File: src/rtl/bazot_pkg.sv
// ----------------------------------------------------------------------------
// bazot_pkg - shared types and constants
// Widths, reset values, register indexes and the controller/datapath
// command and status words of the altitude zero offset tracker.
// ----------------------------------------------------------------------------
package bazot_pkg;

	localparam int ELAPSED_W  = 8;
	localparam int ALT_W      = 31;
	localparam int CM_W       = 30;
	localparam int PERIOD_W   = 16;
	localparam int TICK_W     = 8;
	localparam int SKIP_W     = 3;
	localparam int CAL_W      = 16;
	localparam int PROD_W     = 16;
	localparam int CPROD_W    = 32;
	localparam int GUARD      = 8;
	localparam int ALT_EXT_W  = ALT_W + GUARD;
	localparam int OFF_W      = 40;
	localparam int SUM_W      = 45;
	localparam int DIFF_W     = 41;
	localparam int SCALE_W    = 48;
	localparam int DIV_W      = 48;
	localparam int DIV_DIGIT  = 8;
	localparam int DIV_STEPS  = DIV_W / DIV_DIGIT;
	localparam int DIV_CNT_W  = $clog2(DIV_STEPS);
	localparam int CFG_IDX_W  = 2;
	localparam int CFG_DATA_W = 16;
	localparam int CM_LIMIT   = 512000000;
	localparam int DIV_ROUND  = 5;

	localparam logic [CFG_IDX_W-1:0] REG_READ_PERIOD = CFG_IDX_W'(0);
	localparam logic [CFG_IDX_W-1:0] REG_CALIB_TIME  = CFG_IDX_W'(1);

	localparam logic [PERIOD_W-1:0] READ_PERIOD_RST = 16'd20;
	localparam logic [PERIOD_W-1:0] CALIB_TIME_RST  = 16'd2000;

	typedef logic [ELAPSED_W-1:0]     elapsed_t;
	typedef logic signed [ALT_W-1:0]  alt_raw_t;
	typedef logic signed [CM_W-1:0]   alt_cm_t;
	typedef logic [CFG_IDX_W-1:0]     cfg_idx_t;
	typedef logic [CFG_DATA_W-1:0]    cfg_data_t;

	typedef struct packed {
		logic capture;
		logic prod;
		logic cmp;
		logic skip_inc;
		logic off_load;
		logic sum;
		logic mag;
		logic div_step;
		logic off_store;
		logic sub;
		logic mul;
		logic absval;
		logic sat;
		logic cal;
		logic out_load;
	} dp_cmd_t;

	typedef struct packed {
		logic taken;
		logic skip_full;
		logic calibrated;
		logic calib_zero;
		logic cal_done;
		logic flying;
	} dp_stat_t;

endpackage

File: src/rtl/bazot_in_if.sv
// ----------------------------------------------------------------------------
// bazot_in_if - tick input channel
// Valid/ready channel carrying one task tick word.
// ----------------------------------------------------------------------------
interface bazot_in_if;
	import bazot_pkg::*;

	logic     valid;
	logic     ready;
	elapsed_t elapsed_ms;
	alt_raw_t altitude_raw;
	logic     flight_enabled;

	modport source(output valid, elapsed_ms, altitude_raw, flight_enabled, input ready);
	modport sink(input valid, elapsed_ms, altitude_raw, flight_enabled, output ready);
endinterface

File: src/rtl/bazot_out_if.sv
// ----------------------------------------------------------------------------
// bazot_out_if - result output channel
// Valid/ready channel carrying one result word per tick.
// ----------------------------------------------------------------------------
interface bazot_out_if;
	import bazot_pkg::*;

	logic    valid;
	logic    ready;
	logic    reading_taken;
	logic    offset_ready;
	alt_cm_t altitude_cm;

	modport source(output valid, reading_taken, offset_ready, altitude_cm, input ready);
	modport sink(input valid, reading_taken, offset_ready, altitude_cm, output ready);
endinterface

File: src/rtl/bazot_cfg_if.sv
// ----------------------------------------------------------------------------
// bazot_cfg_if - configuration write channel
// Valid/ready channel carrying a register index and write data.
// ----------------------------------------------------------------------------
interface bazot_cfg_if;
	import bazot_pkg::*;

	logic      valid;
	logic      ready;
	cfg_idx_t  index;
	cfg_data_t data;

	modport source(output valid, index, data, input ready);
	modport sink(input valid, index, data, output ready);
endinterface

File: src/rtl/baro_altitude_zero_offset_tracker.sv
// ----------------------------------------------------------------------------
// baro_altitude_zero_offset_tracker - barometric altitude zero offset tracker
// A tick runs the tick product and period compare; a reading taken while
// calibrating also loads or averages the offset with the byte-serial divide
// by ten; once calibrated it is scaled to centimetres and, on the ground,
// averaged into the offset. One tick at a time, until its result word is loaded.
// Reset: counters, offset and held altitude clear; registers return to 20/2000.
// ----------------------------------------------------------------------------
module baro_altitude_zero_offset_tracker #(
	parameter int ALT_FRAC_BITS = 16,
	parameter int SKIP_READS    = 5
) (
	input logic         clk,
	input logic         arst_n,
	bazot_in_if.sink    tick_in,
	bazot_out_if.source res_out,
	bazot_cfg_if.sink   cfg
);
	import bazot_pkg::*;

	dp_cmd_t  cmd;
	dp_stat_t stat;

	assign cfg.ready = 1'b1;

	bazot_ctrl u_ctrl (
		.clk       (clk),
		.arst_n    (arst_n),
		.in_valid  (tick_in.valid),
		.in_ready  (tick_in.ready),
		.out_valid (res_out.valid),
		.out_ready (res_out.ready),
		.stat      (stat),
		.cmd       (cmd)
	);

	bazot_dp #(
		.ALT_FRAC_BITS (ALT_FRAC_BITS),
		.SKIP_READS    (SKIP_READS)
	) u_dp (
		.clk            (clk),
		.arst_n         (arst_n),
		.cmd            (cmd),
		.stat           (stat),
		.elapsed_ms     (tick_in.elapsed_ms),
		.altitude_raw   (tick_in.altitude_raw),
		.flight_enabled (tick_in.flight_enabled),
		.cfg_we         (cfg.valid),
		.cfg_index      (cfg.index),
		.cfg_data       (cfg.data),
		.reading_taken  (res_out.reading_taken),
		.offset_ready   (res_out.offset_ready),
		.altitude_cm    (res_out.altitude_cm)
	);

endmodule

File: src/rtl/bazot_ctrl.sv
// ----------------------------------------------------------------------------
// bazot_ctrl - tracker sequencer
// State machine that steps the datapath through one tick: tick product,
// period compare, offset averaging with the serial divide-by-ten, and the
// centimetre scaling, then hands the result to the output register.
// ----------------------------------------------------------------------------
module bazot_ctrl (
	input  logic                clk,
	input  logic                arst_n,
	input  logic                in_valid,
	output logic                in_ready,
	output logic                out_valid,
	input  logic                out_ready,
	input  bazot_pkg::dp_stat_t stat,
	output bazot_pkg::dp_cmd_t  cmd
);
	import bazot_pkg::*;

	localparam int ST_W = 4;
	localparam logic [ST_W-1:0] ST_IDLE  = 4'd0;
	localparam logic [ST_W-1:0] ST_PROD  = 4'd1;
	localparam logic [ST_W-1:0] ST_CMP   = 4'd2;
	localparam logic [ST_W-1:0] ST_SUM   = 4'd3;
	localparam logic [ST_W-1:0] ST_MAG   = 4'd4;
	localparam logic [ST_W-1:0] ST_DIV   = 4'd5;
	localparam logic [ST_W-1:0] ST_STORE = 4'd6;
	localparam logic [ST_W-1:0] ST_SUB   = 4'd7;
	localparam logic [ST_W-1:0] ST_MUL   = 4'd8;
	localparam logic [ST_W-1:0] ST_ABS   = 4'd9;
	localparam logic [ST_W-1:0] ST_SAT   = 4'd10;
	localparam logic [ST_W-1:0] ST_CAL   = 4'd11;
	localparam logic [ST_W-1:0] ST_OUT   = 4'd12;

	localparam logic [DIV_CNT_W-1:0] DIV_LAST = DIV_CNT_W'(DIV_STEPS - 1);

	logic [ST_W-1:0]      state_q;
	logic [ST_W-1:0]      state_d;
	logic [DIV_CNT_W-1:0] div_cnt_q;
	logic                 ret_cal_q;
	logic                 ret_cal_d;
	logic                 out_valid_q;

	assign in_ready  = (state_q == ST_IDLE);
	assign out_valid = out_valid_q;

	always_comb begin
		state_d   = state_q;
		ret_cal_d = ret_cal_q;
		cmd       = '0;
		case (state_q)
			ST_IDLE: begin
				if (in_valid) begin
					cmd.capture = 1'b1;
					state_d     = ST_PROD;
				end
			end
			ST_PROD: begin
				cmd.prod = 1'b1;
				state_d  = ST_CMP;
			end
			ST_CMP: begin
				cmd.cmp = 1'b1;
				if (!stat.taken) begin
					state_d = ST_OUT;
				end else if (!stat.skip_full) begin
					cmd.skip_inc = 1'b1;
					state_d      = ST_OUT;
				end else if (!stat.calibrated) begin
					if (stat.calib_zero) begin
						cmd.off_load = 1'b1;
						state_d      = ST_CAL;
					end else begin
						ret_cal_d = 1'b1;
						state_d   = ST_SUM;
					end
				end else begin
					state_d = ST_SUB;
				end
			end
			ST_SUM: begin
				cmd.sum = 1'b1;
				state_d = ST_MAG;
			end
			ST_MAG: begin
				cmd.mag = 1'b1;
				state_d = ST_DIV;
			end
			ST_DIV: begin
				cmd.div_step = 1'b1;
				if (div_cnt_q == DIV_LAST) begin
					state_d = ST_STORE;
				end
			end
			ST_STORE: begin
				cmd.off_store = 1'b1;
				state_d       = ret_cal_q ? ST_CAL : ST_OUT;
			end
			ST_SUB: begin
				cmd.sub = 1'b1;
				state_d = ST_MUL;
			end
			ST_MUL: begin
				cmd.mul = 1'b1;
				state_d = ST_ABS;
			end
			ST_ABS: begin
				cmd.absval = 1'b1;
				state_d    = ST_SAT;
			end
			ST_SAT: begin
				cmd.sat = 1'b1;
				if (!stat.flying) begin
					ret_cal_d = 1'b0;
					state_d   = ST_SUM;
				end else begin
					state_d = ST_OUT;
				end
			end
			ST_CAL: begin
				cmd.cal = 1'b1;
				state_d = ST_OUT;
			end
			ST_OUT: begin
				if (!out_valid_q || out_ready) begin
					cmd.out_load = 1'b1;
					state_d      = ST_IDLE;
				end
			end
			default: begin
				state_d = ST_IDLE;
			end
		endcase
	end

	always_ff @(posedge clk or negedge arst_n) begin
		if (!arst_n) begin
			state_q     <= ST_IDLE;
			div_cnt_q   <= '0;
			ret_cal_q   <= 1'b0;
			out_valid_q <= 1'b0;
		end else begin
			state_q   <= state_d;
			ret_cal_q <= ret_cal_d;
			if (cmd.mag) begin
				div_cnt_q <= '0;
			end else if (cmd.div_step) begin
				div_cnt_q <= div_cnt_q + DIV_CNT_W'(1);
			end
			if (cmd.out_load) begin
				out_valid_q <= 1'b1;
			end else if (out_ready) begin
				out_valid_q <= 1'b0;
			end
		end
	end

endmodule

File: src/rtl/bazot_dp.sv
// ----------------------------------------------------------------------------
// bazot_dp - tracker datapath
// Tick and calibration counters, the zero offset with its exponential
// average (divide by ten one byte per cycle), the centimetre scaling with
// rounding and saturation, configuration registers and the result register.
// ----------------------------------------------------------------------------
module bazot_dp #(
	parameter int ALT_FRAC_BITS = 16,
	parameter int SKIP_READS    = 5
) (
	input  logic                 clk,
	input  logic                 arst_n,
	input  bazot_pkg::dp_cmd_t   cmd,
	output bazot_pkg::dp_stat_t  stat,
	input  bazot_pkg::elapsed_t  elapsed_ms,
	input  bazot_pkg::alt_raw_t  altitude_raw,
	input  logic                 flight_enabled,
	input  logic                 cfg_we,
	input  bazot_pkg::cfg_idx_t  cfg_index,
	input  bazot_pkg::cfg_data_t cfg_data,
	output logic                 reading_taken,
	output logic                 offset_ready,
	output bazot_pkg::alt_cm_t   altitude_cm
);
	import bazot_pkg::*;

	localparam logic signed [SCALE_W:0] ROUND_HALF =
		(SCALE_W + 1)'(64'd1 << (ALT_FRAC_BITS - 1));
	localparam logic [SKIP_W-1:0]  SKIP_MAX = SKIP_W'(SKIP_READS);
	localparam logic [SCALE_W:0]   CM_MAX   = (SCALE_W + 1)'(CM_LIMIT);

	// configuration and tracker state
	logic [PERIOD_W-1:0]      period_q;
	logic [PERIOD_W-1:0]      calib_time_q;
	logic [TICK_W-1:0]        tick_q;
	logic [SKIP_W-1:0]        skip_q;
	logic [CAL_W-1:0]         calib_q;
	logic                     calibrated_q;
	logic signed [OFF_W-1:0]  off_q;
	logic signed [CM_W-1:0]   hold_q;

	// working registers
	elapsed_t                 elapsed_q;
	alt_raw_t                 alt_q;
	logic                     flight_q;
	logic                     taken_q;
	logic [PROD_W-1:0]        prod_q;
	logic [CPROD_W-1:0]       cprod_q;
	logic signed [SUM_W-1:0]  s_q;
	logic                     neg_q;
	logic [DIV_W-1:0]         div_n_q;
	logic [3:0]               rem_q;
	logic signed [DIFF_W-1:0] d_q;
	logic signed [SCALE_W-1:0] p_q;
	logic                     dneg_q;
	logic [SCALE_W:0]         m_q;
	logic                     out_taken_q;
	logic                     out_ready_q;
	alt_cm_t                  out_cm_q;

	logic signed [ALT_EXT_W-1:0] alt_ext;
	logic signed [SUM_W-1:0]     off_x;
	logic signed [SUM_W-1:0]     alt_x;
	logic signed [SUM_W:0]       s_x;
	logic signed [SUM_W:0]       mag_w;
	logic [3:0]                  div_r;
	logic [4:0]                  div_t;
	logic [DIV_W-1:0]            div_n;
	logic signed [OFF_W-1:0]     quo;
	logic signed [SCALE_W-1:0]   d_x;
	logic signed [SCALE_W:0]     p_x;
	logic [SCALE_W:0]            sh;
	logic signed [CM_W-1:0]      mag_cm;

	assign alt_ext = {alt_q, {GUARD{1'b0}}};
	assign off_x   = {{(SUM_W - OFF_W){off_q[OFF_W-1]}}, off_q};
	assign alt_x   = {{(SUM_W - ALT_EXT_W){alt_ext[ALT_EXT_W-1]}}, alt_ext};
	assign s_x     = {s_q[SUM_W-1], s_q};
	assign mag_w   = s_q[SUM_W-1] ? ((SUM_W + 1)'(DIV_ROUND) - s_x)
	                              : (s_x + (SUM_W + 1)'(DIV_ROUND));
	assign quo     = div_n_q[OFF_W-1:0];
	assign d_x     = {{(SCALE_W - DIFF_W){d_q[DIFF_W-1]}}, d_q};
	assign p_x     = {p_q[SCALE_W-1], p_q};
	assign sh      = m_q >> ALT_FRAC_BITS;
	assign mag_cm  = (sh > CM_MAX) ? CM_W'(CM_LIMIT) : sh[CM_W-1:0];

	// one quotient byte of the divide by ten
	always_comb begin
		div_r = rem_q;
		div_n = div_n_q;
		div_t = '0;
		for (int i = 0; i < DIV_DIGIT; i++) begin
			div_t = {div_r, div_n[DIV_W-1]};
			div_n = {div_n[DIV_W-2:0], 1'b0};
			if (div_t >= 5'd10) begin
				div_t    = div_t - 5'd10;
				div_n[0] = 1'b1;
			end
			div_r = div_t[3:0];
		end
	end

	assign stat.taken      = (prod_q >= period_q);
	assign stat.skip_full  = (skip_q >= SKIP_MAX);
	assign stat.calibrated = calibrated_q;
	assign stat.calib_zero = (calib_q == '0);
	assign stat.cal_done   = (cprod_q >= CPROD_W'(calib_time_q));
	assign stat.flying     = flight_q;

	always_ff @(posedge clk or negedge arst_n) begin
		if (!arst_n) begin
			period_q     <= READ_PERIOD_RST;
			calib_time_q <= CALIB_TIME_RST;
			tick_q       <= '0;
			skip_q       <= '0;
			calib_q      <= '0;
			calibrated_q <= 1'b0;
			off_q        <= '0;
			hold_q       <= '0;
		end else begin
			if (cfg_we) begin
				case (cfg_index)
					REG_READ_PERIOD: period_q     <= cfg_data;
					REG_CALIB_TIME:  calib_time_q <= cfg_data;
					default: ;
				endcase
			end
			if (cmd.capture) begin
				tick_q <= tick_q + TICK_W'(1);
			end else if (cmd.cmp && stat.taken) begin
				tick_q <= '0;
			end
			if (cmd.skip_inc) begin
				skip_q <= skip_q + SKIP_W'(1);
			end
			if (cmd.off_load) begin
				off_q <= {{(OFF_W - ALT_EXT_W){alt_ext[ALT_EXT_W-1]}}, alt_ext};
			end else if (cmd.off_store) begin
				off_q <= neg_q ? -quo : quo;
			end
			if (cmd.cal) begin
				if (stat.cal_done) begin
					calibrated_q <= 1'b1;
				end else if (calib_q != '1) begin
					calib_q <= calib_q + CAL_W'(1);
				end
			end
			if (cmd.sat) begin
				hold_q <= dneg_q ? -mag_cm : mag_cm;
			end
		end
	end

	always_ff @(posedge clk) begin
		if (cmd.capture) begin
			elapsed_q <= elapsed_ms;
			alt_q     <= altitude_raw;
			flight_q  <= flight_enabled;
		end
		if (cmd.prod) begin
			prod_q <= PROD_W'(tick_q) * PROD_W'(elapsed_q);
		end
		if (cmd.cmp) begin
			taken_q <= stat.taken;
			cprod_q <= CPROD_W'(calib_q) * CPROD_W'(prod_q);
		end
		if (cmd.sum) begin
			s_q <= (off_x <<< 3) + off_x + alt_x;
		end
		if (cmd.mag) begin
			neg_q   <= s_q[SUM_W-1];
			rem_q   <= '0;
			div_n_q <= DIV_W'(mag_w[SUM_W-1:0]);
		end else if (cmd.div_step) begin
			div_n_q <= div_n;
			rem_q   <= div_r;
		end
		if (cmd.sub) begin
			d_q <= {{(DIFF_W - ALT_EXT_W){alt_ext[ALT_EXT_W-1]}}, alt_ext}
			     - {off_q[OFF_W-1], off_q};
		end
		if (cmd.mul) begin
			p_q <= (d_x <<< 6) + (d_x <<< 5) + (d_x <<< 2);
		end
		if (cmd.absval) begin
			dneg_q <= p_q[SCALE_W-1];
			m_q    <= p_q[SCALE_W-1] ? (ROUND_HALF - p_x) : (p_x + ROUND_HALF);
		end
		if (cmd.out_load) begin
			out_taken_q <= taken_q;
			out_ready_q <= calibrated_q;
			out_cm_q    <= hold_q;
		end
	end

	assign reading_taken = out_taken_q;
	assign offset_ready  = out_ready_q;
	assign altitude_cm   = out_cm_q;

endmodule

File: src/flat_wrapper.sv
// flat-port wrapper written by rule: the top's interface ports become plain ports
module baro_altitude_zero_offset_tracker_flat import bazot_pkg::*;
#(
	parameter int ALT_FRAC_BITS = 16,
	parameter int SKIP_READS    = 5
)
  (clk, arst_n, tick_in_valid, tick_in_elapsed_ms, tick_in_altitude_raw, tick_in_flight_enabled, tick_in_ready, res_out_valid, res_out_reading_taken, res_out_offset_ready, res_out_altitude_cm, res_out_ready, cfg_valid, cfg_index, cfg_data, cfg_ready);
  bazot_in_if tick_in_i ();
  bazot_out_if res_out_i ();
  bazot_cfg_if cfg_i ();
  input logic clk;
  input logic arst_n;
  input wire logic [$bits(tick_in_i.valid)-1:0] tick_in_valid;
  input wire logic [$bits(tick_in_i.elapsed_ms)-1:0] tick_in_elapsed_ms;
  input wire logic [$bits(tick_in_i.altitude_raw)-1:0] tick_in_altitude_raw;
  input wire logic [$bits(tick_in_i.flight_enabled)-1:0] tick_in_flight_enabled;
  output wire logic [$bits(tick_in_i.ready)-1:0] tick_in_ready;
  output wire logic [$bits(res_out_i.valid)-1:0] res_out_valid;
  output wire logic [$bits(res_out_i.reading_taken)-1:0] res_out_reading_taken;
  output wire logic [$bits(res_out_i.offset_ready)-1:0] res_out_offset_ready;
  output wire logic [$bits(res_out_i.altitude_cm)-1:0] res_out_altitude_cm;
  input wire logic [$bits(res_out_i.ready)-1:0] res_out_ready;
  input wire logic [$bits(cfg_i.valid)-1:0] cfg_valid;
  input wire logic [$bits(cfg_i.index)-1:0] cfg_index;
  input wire logic [$bits(cfg_i.data)-1:0] cfg_data;
  output wire logic [$bits(cfg_i.ready)-1:0] cfg_ready;
  assign tick_in_i.valid = tick_in_valid;
  assign tick_in_i.elapsed_ms = tick_in_elapsed_ms;
  assign tick_in_i.altitude_raw = tick_in_altitude_raw;
  assign tick_in_i.flight_enabled = tick_in_flight_enabled;
  assign tick_in_ready = tick_in_i.ready;
  assign res_out_valid = res_out_i.valid;
  assign res_out_reading_taken = res_out_i.reading_taken;
  assign res_out_offset_ready = res_out_i.offset_ready;
  assign res_out_altitude_cm = res_out_i.altitude_cm;
  assign res_out_i.ready = res_out_ready;
  assign cfg_i.valid = cfg_valid;
  assign cfg_i.index = cfg_index;
  assign cfg_i.data = cfg_data;
  assign cfg_ready = cfg_i.ready;
  baro_altitude_zero_offset_tracker #(.ALT_FRAC_BITS(ALT_FRAC_BITS), .SKIP_READS(SKIP_READS)) u_core (.clk(clk), .arst_n(arst_n), .tick_in(tick_in_i), .res_out(res_out_i), .cfg(cfg_i));
endmodule
File: config.mk
export PLATFORM = sky130hd
export DESIGN_NAME = baro_altitude_zero_offset_tracker_flat
export DESIGN_NICKNAME = d
export VERILOG_FILES = /design/src/rtl/bazot_pkg.sv /design/src/rtl/bazot_in_if.sv /design/src/rtl/bazot_out_if.sv /design/src/rtl/bazot_cfg_if.sv /design/src/rtl/baro_altitude_zero_offset_tracker.sv /design/src/rtl/bazot_ctrl.sv /design/src/rtl/bazot_dp.sv /design/src/flat_wrapper.sv
export SDC_FILE = /design/constraint.sdc
export NUM_CORES = 2
export LEC_CHECK = 0
export BUFFER_PORTS_ARGS = -buffer_cell sky130_fd_sc_hd__buf_2
export CORE_ASPECT_RATIO = 0.7
export CORE_MARGIN = 2
export CORE_UTILIZATION = 65
export DETAILED_ROUTE_END_ITERATION = 10
export PLACE_DENSITY = 0.82
export SLEW_MARGIN = 20
export SYNTH_ARGS = -nofsm -noshare
export SYNTH_HDL_FRONTEND = slang
export SYNTH_SLANG_ARGS = --single-unit
File: constraint.sdc
create_clock -name clk -period 9.19 [get_ports clk]
set_input_delay 1.838 -clock clk [delete_from_list [all_inputs] [get_ports clk]]
set_output_delay 1.838 -clock clk [all_outputs]
set_load 0.1 [all_outputs]
==> out/results.ini <==
[synthesis]
yosysTopAreaCellShare_pct = 25.5
syn-cell-area_sq_um = 39200
synthMuxAreaShare_pct = 0.979
synth_cell_types = 88
synth-xor-area-share_pct = 6.45
synth_edf_count = 333
syn_inst = 3920
yosysSeqAreaShare_pct = 34.7
yosysTopAreaCell = edfxtp_1
syn_nets = 4602
synth_common_cells = inv_1 (427), nand2_1 (416), edfxtp_1 (333), ha_1 (314), fa_1 (305)
ys_warn_count = 0
synthAdderAreaFrac_pct = 25.6
synth-main-ff-cell = edfxtp_1
async_flop_share_pct = 29.0
synth.most_common_cell = inv_1
ys_seq_elements = 479
synth_area_leaders = edfxtp_1 (25%), fa_1 (16%), ha_1 (10%)
synth-simple-area-share_pct = 14.4
synth_top_family_by_area = adder cells
synth-compound-area-share_pct = 12.4
synth_area_per_cell_sq_um = 10.0

[detailed_routing]
routed_wl_mm = 88.9
vias = 28900
via_per_inst = 6.02
drc = 0
ant_nets = 0
detail_route.first_pass.iterations = 6
drt_iter0_drc = 2584
routedWlPerCell_um = 18.5

[clock_network]
cts_hold_buf = 0
cts-root-buf = clkbuf_16
h-tree-depth = 2
clk_pin_slew_worst_paths_ns = 0.06
clk_path_buf_depth = 3
clk_latency_ns = 0.62
cts_tree = done
cts_made_buffers = 48
clock_sinks = 479

[setup_path]
cp_common_cell = ha_1
crit_required_ns = 9.68
critPathBufInv = 5
max_stage_delay_ns = 0.50
cpLargestDelayFamily = compound AO/OA/AOI/OAI gates
endpoint_kind = register
cp.arrival_ns = 9.04
cp_max_fo = 6
worstSetupStartpointType = register
worst_path_max_delay_cell = o41a_1
critPathKind = reg2reg

[floorplanning]
die_h_um = 210
dieArea_sq_um = 62400
initial_core_util_pct = 65.6
rows = 75
ios = 98
die_w_um = 298
core_area_sq_um = 59800

[final_layout]
antennaDiodeCount = 0
fillerInstances = 4411
finalNetCount = 4638
drive_above_1_share_pct = 7.09
area.growth.synth_to_final_pct = 7.51

[placement]
gp_congestion = 0.941
port_buffers = 96
place_hpwl_mm = 67.7

[run]
max-cap-violations = 0

[sta]
fin_crit_ns = 8.55
hold_ws_ns = 0.426
tightest_slew_ns = 1.10
hold_viol_final = 0
skew_ns = 0.0351
max-slew-margin-rel_pct = 26.3
slew_viol_final = 0
finalCritPeriodShare_pct = 93.0
setup_tns_ns = 0
fmax_mhz = 117
setup_viol = 0

[global_routing]
grt_pass1_vias = 28600
grt_max_degree = 80
grt_overflow = 0
track_usage_pct = 29.4
grt_pass1_wl_mm = 148
antenna_found_initial = 1

[power_and_ir_drop]
vdd_ir_drop_max_mv = 0.480
power_density_nw_per_um2 = 296
leakage_nw = 18.6

[outcome]
status = finished clean

[min_path]
min_path_type = reg2reg

flip-flops by register name, summed over array words and instances (netlist names), 8 cells and up:
signal / count
u_core.u_dp.alt_q: 31
u_core.u_dp.altitude_cm: 30
u_core.u_dp.calib_q: 16
u_core.u_dp.calib_time_q: 16
u_core.u_dp.cprod_q: 32
u_core.u_dp.d_q: 41
u_core.u_dp.div_n_q: 48
u_core.u_dp.elapsed_q: 8
u_core.u_dp.hold_q: 30
u_core.u_dp.m_q: 33
u_core.u_dp.off_q: 40
u_core.u_dp.p_q: 46
u_core.u_dp.period_q: 16
u_core.u_dp.prod_q: 16
u_core.u_dp.s_q: 45
u_core.u_dp.tick_q: 8
worst reg2reg max path: cells and delay by family, from the launching register on:
kind | cells | cell delay (ns)
buffers and inverters | 5 | 0.55
flip-flops | 1 | 0.34
AO/OA/AOI/OAI | 13 | 2.93
multiplexers | 2 | 0.50
adder cells (fa/ha/maj) | 8 | 1.86
XOR/XNOR | 3 | 0.51
AND/OR/NAND/NOR | 11 | 1.77
report_power, final:
| group | total, W | switching [W] | internal [W] |
|---|---|---|---|
| logic | 0.00641 | 0.00375 | 0.00266 |
| clock network | 0.00206 | 0.000901 | 0.00116 |
| registers | 0.00401 | 0.000767 | 0.00324 |
cell families after synthesis:
family,Yosys count
mux,35
xor+xnor,289
fa+ha+maj,619
simple gates,1164
flops,479
compound gates,771
buf+inv,561
other cells,2
per-stage QoR:
step,worst slack (ns),util (%),std cells,total power [W],instance area (sq um)
finish,0.643,70.6,4802,0.0125,42200
global route,-0.000935,70.6,4802,0.0134,42200
CTS,0.320,70.4,4800,0.0123,42100
detailed placement,0.359,67.7,4712,0.0102,40400
global placement,0.495,67.7,4712,0.0101,40400
floorplan,1.32,-,3920,0.00868,39200
cell usage in the layout, fill, tap and decap left out, types with 35 or more instances in the layout:
master,instances
inv_1,426
fa_1,305
a21oi_1,203
or3_1,43
ha_1,313
nor3_1,59
xor2_1,113
nand3_1,65
xnor2_1,176
a21o_1,62
o31ai_1,35
and2_1,150
nand2_1,415
nand2b_1,36
buf_2,95
nor2_1,206
edfxtp_1,333
clkbuf_16,52
o21ai_0,207
dfrtp_1,131
area by class of cell:
| type | count | area (sq um) | area share [%] |
|---|---|---|---|
| multi-input cells | 2880 | 23600 | 56.0 |
| clock buffers | 62 | 1380 | 3.27 |
| well taps | 808 | 1010 | 2.40 |
| flip-flops and latches | 479 | 13600 | 32.3 |
| inverters | 430 | 1610 | 3.83 |
| repair buffers | 117 | 669 | 1.59 |
| clock inverters | 26 | 268 | 0.635 |
path summary, 6_finish.rpt:
check / startpoint / end / slack (ns) / cells after the start
worst max-delay path: u_core.u_dp.rem_q[1]$_SDFFE_PP0P_ / u_core.u_dp.rem_q[1]$_SDFFE_PP0P_ / 0.64 / 42
worst max register to register: u_core.u_dp.rem_q[1]$_SDFFE_PP0P_ / u_core.u_dp.rem_q[1]$_SDFFE_PP0P_ / 0.64 / 42
min in group asynchronous: arst_n / u_core.u_dp.off_q[14]$_DFFE_PN0P_ / 1.28 / 1
worst min-delay path: u_core.u_dp.taken_q$_DFFE_PN_ / u_core.u_dp.reading_taken$_DFFE_PP_ / 0.43 / 0
worst min register to register: u_core.u_dp.taken_q$_DFFE_PN_ / u_core.u_dp.reading_taken$_DFFE_PP_ / 0.43 / 0
max in group asynchronous: arst_n / u_core.u_dp.hold_q[11]$_DFFE_PN0P_ / 6.52 / 2
metal layers:
| metal | up-vias | GRT usage, % | wire length [um] |
|---|---|---|---|
| met5 | - | 0 | 0 |
| met4 | 0 | 6.90 | 1780 |
| met3 | 125 | 7.47 | 10000 |
| met2 | 1334 | 42.0 | 36300 |
| met1 | 13900 | 45.1 | 40700 |
| li1 | 13600 | - | - |
timing repair:
| action | 4_1_cts | 5_1_grt |
|---|---|---|
| setup endpoints to repair | 0 | 3 |
| buffers inserted | 0 | 0 |
| gates resized for setup | 0 | 11 |
Note: power is estimated with default switching activity, not from simulation.
